$ cat src/hw/rtl/ngi_pkg.sv
// ============================================================================
// ngi_pkg: shared types and constants of the n-body gravity integrator
// Transaction payloads, the divide/square-root handshake and saturation helpers.
// ============================================================================
package ngi_pkg;

    localparam logic [2:0] CMD_LOAD   = 3'd0;
    localparam logic [2:0] CMD_ATTR   = 3'd1;
    localparam logic [2:0] CMD_CLEAR  = 3'd2;
    localparam logic [2:0] CMD_UPDATE = 3'd3;

    localparam logic [1:0] ST_OK    = 2'd0;
    localparam logic [1:0] ST_SKIP  = 2'd1;
    localparam logic [1:0] ST_ZMASS = 2'd2;
    localparam logic [1:0] ST_SAT   = 2'd3;

    localparam logic [1:0] CFG_GRAV = 2'd0;
    localparam logic [1:0] CFG_DT   = 2'd1;

    localparam int DIV_STEPS  = 64;
    localparam int SQRT_STEPS = 32;
    localparam int CNT_W      = 6;

    localparam logic [31:0] S32_MAX = 32'h7FFF_FFFF;
    localparam logic [31:0] S32_MIN = 32'h8000_0000;
    localparam logic [31:0] U32_MAX = 32'hFFFF_FFFF;

    typedef struct packed {
        logic [2:0]         command;
        logic [5:0]         body_index;
        logic [5:0]         source_index;
        logic signed [31:0] in_pos_x;
        logic signed [31:0] in_pos_y;
        logic signed [31:0] in_vel_x;
        logic signed [31:0] in_vel_y;
        logic [31:0]        in_mass;
    } in_t;

    typedef struct packed {
        logic [1:0]         status;
        logic signed [31:0] out_pos_x;
        logic signed [31:0] out_pos_y;
        logic signed [31:0] out_vel_x;
        logic signed [31:0] out_vel_y;
        logic signed [31:0] out_force_x;
        logic signed [31:0] out_force_y;
        logic [31:0]        out_mass;
    } out_t;

    typedef struct packed {
        logic signed [31:0] pos_x;
        logic signed [31:0] pos_y;
        logic signed [31:0] vel_x;
        logic signed [31:0] vel_y;
        logic signed [31:0] force_x;
        logic signed [31:0] force_y;
        logic [31:0]        mass;
    } body_t;

    typedef struct packed {
        logic start;
        logic sqrt_mode;
    } du_req_t;

    typedef struct packed {
        logic busy;
        logic done;
    } du_rsp_t;

    typedef struct packed {
        logic        clamp;
        logic [31:0] value;
    } sat_t;

    function automatic logic [65:0] sext66(input logic [31:0] v);
        sext66 = {{34{v[31]}}, v};
    endfunction

    function automatic logic [31:0] abs32(input logic [31:0] v);
        abs32 = v[31] ? (~v + 32'd1) : v;
    endfunction

    // clamp a two's complement value to 32-bit signed
    function automatic sat_t sat_s32(input logic [65:0] v);
        sat_t r;
        if ((&v[65:31]) || (~|v[65:31])) begin
            r.clamp = 1'b0;
            r.value = v[31:0];
        end else begin
            r.clamp = 1'b1;
            r.value = v[65] ? S32_MIN : S32_MAX;
        end
        sat_s32 = r;
    endfunction

endpackage

$ cat src/hw/rtl/ngi_divsqrt.sv
// ============================================================================
// ngi_divsqrt: iterative divider and square root
// Restoring 64/32 divide or 64-bit integer square root, one bit per cycle.
// ============================================================================
module ngi_divsqrt
    import ngi_pkg::*;
(
    input  logic        clk,
    input  logic        rst_n,
    input  du_req_t     req,
    input  logic [63:0] num,
    input  logic [31:0] den,
    output du_rsp_t     rsp,
    output logic [63:0] result
);

    logic             busy_reg, busy_next;
    logic             done_reg, done_next;
    logic             mode_reg;
    logic [CNT_W-1:0] cnt_reg;
    logic [63:0]      acc_reg;
    logic [34:0]      rem_reg;
    logic [63:0]      quo_reg;
    logic [31:0]      den_reg;

    logic [35:0] div_trial;
    logic [35:0] div_diff;
    logic [35:0] sq_r;
    logic [35:0] sq_trial;
    logic [35:0] sq_diff;
    logic        ge;

    assign div_trial = {3'b0, rem_reg[31:0], acc_reg[63]};
    assign div_diff  = div_trial - {4'b0, den_reg};
    assign sq_r      = {1'b0, rem_reg[32:0], acc_reg[63:62]};
    assign sq_trial  = {2'b0, quo_reg[31:0], 2'b01};
    assign sq_diff   = sq_r - sq_trial;
    assign ge        = mode_reg ? ~sq_diff[35] : ~div_diff[35];

    always_comb
    begin
        busy_next = busy_reg;
        done_next = 1'b0;
        if (req.start) begin
            busy_next = 1'b1;
        end else if (busy_reg && (cnt_reg == '0)) begin
            busy_next = 1'b0;
            done_next = 1'b1;
        end
    end

    always_ff @(posedge clk or negedge rst_n)
    begin
        if (!rst_n) begin
            busy_reg <= 1'b0;
            done_reg <= 1'b0;
        end else begin
            busy_reg <= busy_next;
            done_reg <= done_next;
        end
    end

    always_ff @(posedge clk)
    begin
        if (req.start) begin
            mode_reg <= req.sqrt_mode;
            cnt_reg  <= req.sqrt_mode ? CNT_W'(SQRT_STEPS - 1) : CNT_W'(DIV_STEPS - 1);
            acc_reg  <= num;
            rem_reg  <= '0;
            quo_reg  <= '0;
            den_reg  <= den;
        end else if (busy_reg) begin
            cnt_reg <= cnt_reg - CNT_W'(1);
            quo_reg <= {quo_reg[62:0], ge};
            if (mode_reg) begin
                acc_reg <= {acc_reg[61:0], 2'b00};
                rem_reg <= ge ? sq_diff[34:0] : sq_r[34:0];
            end else begin
                acc_reg <= {acc_reg[62:0], 1'b0};
                rem_reg <= ge ? div_diff[34:0] : div_trial[34:0];
            end
        end
    end

    assign rsp.busy = busy_reg;
    assign rsp.done = done_reg;
    assign result   = quo_reg;

endmodule

$ cat config.mk
export PLATFORM = sky130hd
export DESIGN_NAME = ngi_divsqrt
export DESIGN_NICKNAME = d
export VERILOG_FILES = /design/src/hw/rtl/ngi_pkg.sv /design/src/hw/rtl/ngi_divsqrt.sv
export SDC_FILE = /design/constraint.sdc
export NUM_CORES = 1
export LEC_CHECK = 0
export BUFFER_PORTS_ARGS = -buffer_cell sky130_fd_sc_hd__clkbuf_2
export CAP_MARGIN = 25
export CORE_MARGIN = 2
export CORE_UTILIZATION = 51
export CTS_BUF_LIST = sky130_fd_sc_hd__clkbuf_2
export DETAILED_ROUTE_END_ITERATION = 8
export PLACE_DENSITY_LB_ADDON = 0.25
export SLEW_MARGIN = 20
export SYNTH_ARGS = -nofsm -noshare
export SYNTH_HDL_FRONTEND = slang
export SYNTH_SLANG_ARGS = --single-unit
$ cat constraint.sdc
create_clock -name clk -period 3.4 [get_ports clk]
set_input_delay 0.68 -clock clk [delete_from_list [all_inputs] [get_ports clk]]
set_output_delay 0.68 -clock clk [all_outputs]
set_load 0.05 [all_outputs]
==> results.toml <==
[status]
status = "finished, final reports clean"

[clock_network]
clockRootBuffer = "clkbuf_2"
cts_tree = "yes"
cts.sinks = 202
clk_pin_slew_ps = 100
post_cts_buffers = 0
clkLatencyLatePin_ps = 820
cts_buffers = 52
htreeDepth = 2
cts_buffer_depth = 3

[power]
p_clk_share_pct = 15.8
netSwitchingPower_mw = 4.45
internal-power_mw = 6.12
switching_share_pct = 42.1
p_leak_nw = 6.85
pwr-share-comb_pct = 53.9
seqPwrFrac_pct = 30.3
p_per_area_nw_per_um2 = 743
irDropWorstVdd_mv = 0.274

[grt]
grt_use_total_pct = 22.8
grt_pass1_vias = 9805
antenna_found_initial = 1
grt_pass1_wl_um = 47900
grt_max_degree = 143
grt_overflow_total = 0

[critical_path]
path_buf_inv = 2
end_kind = "flop"
critPathTopFamily = "compound AO/OA/AOI/OAI gates"
path_common_cell = "inv_1"
r2r-start = "acc_reg[63]"
reg2reg_to = "rem_reg[16]"
critPathLaunchType = "flop"
r2r_setup_slack_ps = 110
critPathLaunch = "acc_reg[63]"
critPathSlowestCell = "mux4_2"
critPathMaxFanout = 3
path_cells = "inv_1 -> ha_1 -> inv_1 -> fa_1 -> a21oi_2 -> nor3b_1 -> or2_2 -> o21ai_2 -> o21ai_1 -> a311o_1 -> xor2_1 -> mux4_2 -> a22o_1"
critical_path_class = "reg2reg"
worstPathRequired_ps = 4100
cpPeakStageDelay_ps = 460
crit_arrival_ps = 3990
ff2ff_path_depth = 13

[sta]
slew-limit-headroom_pct = 34.0
slew_viol_final = 0
max_freq_mhz = 304
finalSetupViolCount = 0
hold_violations = 0
hold_slack_ps = 69.0
max_slew.worst_pin.slew_ps = 990
fin_crit_sh_pct = 96.8
fin_worst_skew_ps = 40.5
fin_crit_ps = 3290
tns_ps = 0
rsz0062_at_grt = "yes"

[layout]
drive_gt1_share_pct = 19.8
multiInputGateArea_um2 = 6580
syn_to_final_growth_pct = 16.4
regArea_um2 = 5100
final_util_pct = 60.6
fillers = 2116
final_cell_count_no_fill = 1873
nNetsFinal = 1687

[yosys]
synth_top_area_share_pct = 25.3
synthesis.area_um2 = 12200
postSynthAreaPerCell_um2 = 9.29
ys_seq_elements = 202
synth_edf_count = 103
synth_cell_type_count = 70
synthXorXnorAreaFrac_pct = 4.59
yosysTopAreaCell = "edfxtp_1"
synth_top_family_by_area = "compound AO/OA/AOI/OAI gates"
synthAdderAreaFrac_pct = 6.92
synth_compound_area_share_pct = 17.4
muxShareOfSynthArea_pct = 12.4
yosysSeqAreaShare_pct = 41.6
synthArstFlopShare_pct = 0.990
synth_cells = 1315
synth.net_count = 1482
synth-simple-area-share_pct = 12.2
synthTopCellsByArea = "edfxtp_1, dfxtp_1, mux2i_1"
yosysWarnings = 0
synth_ff_type = "edfxtp_1"

[worst_hold_path]
hp-class = "in2reg"
whs_path_depth = 1
min-delay-start = "den[7]"
hold_end = "den_reg[7]"

[routing]
vias = 10300
drcViolationCount = 0
met2_wirelength_um = 13100
vias_per_cell = 5.48
ant_nets = 0
drt-total-wl_um = 29400
post_drt_wl_per_cell_um = 15.7
drt_iter0_drc = 679
top_layer = "met4"
first_pass_iters = 8
dr_wl_met3_um = 2210
wl_met1_um = 13500

[place]
dp.cells = 1759
dp_hpwl_um = 21500
port-buffer-count = 165
gp_congestion = 0.911

[die]
floorplan.initialDensity_pct = 52.1
core_area_um2 = 23500
die_width_um = 159
ios = 166
rows = 56
die_y_um = 159
dieArea_um2 = 25200

[run]
cap_viol_max_count = 0
-- synth_stat cells, drive strengths merged, types with 11 or more instances --
master,count
a21oi,80
xnor2,34
dfxtp,97
a31oi,13
inv,81
a21o,36
nor2,121
o211ai,17
edfxtp,103
mux2i,136
buf,19
nand4,15
ha,66
clkbuf,52
o21ai,101
xor2,30
o21a,11
nand3,12
nand2,152
nor3,14
-- how the worst max path moves through the flow --
stage | end | slack [ps] | depth (start not counted)
2_1_floorplan | rem_reg[32] | 20 | 13
3_3_place_gp | rem_reg[16] | 170 | 13
3_5_place_dp | rem_reg[16] | 30 | 13
4_1_cts | rem_reg[16] | 20 | 13
5_1_grt | rem_reg[16] | -60 | 13
6_report | rem_reg[16] | 110 | 13
-- power by group through the flow --
stage / logic [mW] / registers (mW) / clock network (mW)
floorplan: 4.26 / 3.16 / 0
global placement: 5.52 / 3.24 / 0
detailed placement: 5.53 / 3.25 / 0
CTS: 5.60 / 3.19 / 1.73
global route: 6.28 / 3.25 / 1.86
finish: 5.70 / 3.21 / 1.67
-- logic make-up (layout without fill, tap and decap cells) --
group / count (synthesis) / after routing
AO/OA/AOI/OAI: 333 / 333
AND/OR/NAND/NOR: 350 / 350
XOR/XNOR: 64 / 64
other: 0 / 1
buffers and inverters: 154 / 392
adder cells (fa/ha/maj): 67 / 67
flip-flops: 202 / 202
multiplexers: 145 / 145
-- final cells by class --
type / count / share of cell area [%]
inverters: 83 / 2.19
diodes: 1 / 0.0176
multi-input cells: 959 / 46.3
clock buffers: 77 / 2.71
well taps: 319 / 2.81
repair buffers: 222 / 9.67
clock inverters: 10 / 0.510
flip-flops and latches: 202 / 35.8
-- stage by stage --
| step | total power, mW | setup WS [ps] | area, µm² |
|---|---|---|---|
| global route | 11.4 | -57.9 | 14200 |
| detailed placement | 8.78 | 33.3 | 13500 |
| CTS | 10.5 | 20.5 | 14200 |
| floorplan | 7.42 | 21.4 | 12200 |
| finish | 10.6 | 108 | 14200 |
| global placement | 8.76 | 172 | 13500 |
-- metal layers --
layer	vias to the layer above	global-route usage, %
met5	-	0
met4	0	7.26
met3	48	5.54
met2	341	35.7
met1	4712	31.3
li1	5169	-
-- placed cells by master, fill, tap and decap left out, types with 6 or more instances in the layout --
| cell | count |
|---|---|
| o211ai_1 | 17 |
| nor2b_1 | 6 |
| o21a_1 | 11 |
| a22o_1 | 7 |
| dlygate4sd3_1 | 26 |
| dfxtp_2 | 6 |
| nor3_1 | 14 |
| inv_1 | 79 |
| xnor2_1 | 34 |
| mux2i_1 | 136 |
| xor2_1 | 30 |
| nand2_1 | 152 |
| a21oi_1 | 75 |
| a211oi_1 | 9 |
| a32o_1 | 8 |
| nand4_1 | 15 |
| clkbuf_2 | 241 |
| buf_4 | 27 |
| ha_1 | 64 |
| nor2_1 | 121 |
| edfxtp_1 | 103 |
| o21ai_0 | 85 |
| nand3_1 | 12 |
| nand2b_1 | 8 |
| a31oi_1 | 13 |
| dfxtp_1 | 91 |
| a21o_1 | 36 |
| o21bai_1 | 7 |
| o21ai_1 | 15 |
| o221ai_1 | 6 |
-- repair_timing --
item	CTS	global route
setup endpoints to repair	0	28
resized for setup	0	10
hold endpoints to repair	27	0
hold buffers	26	0
Power figures use the tool's default switching activity.
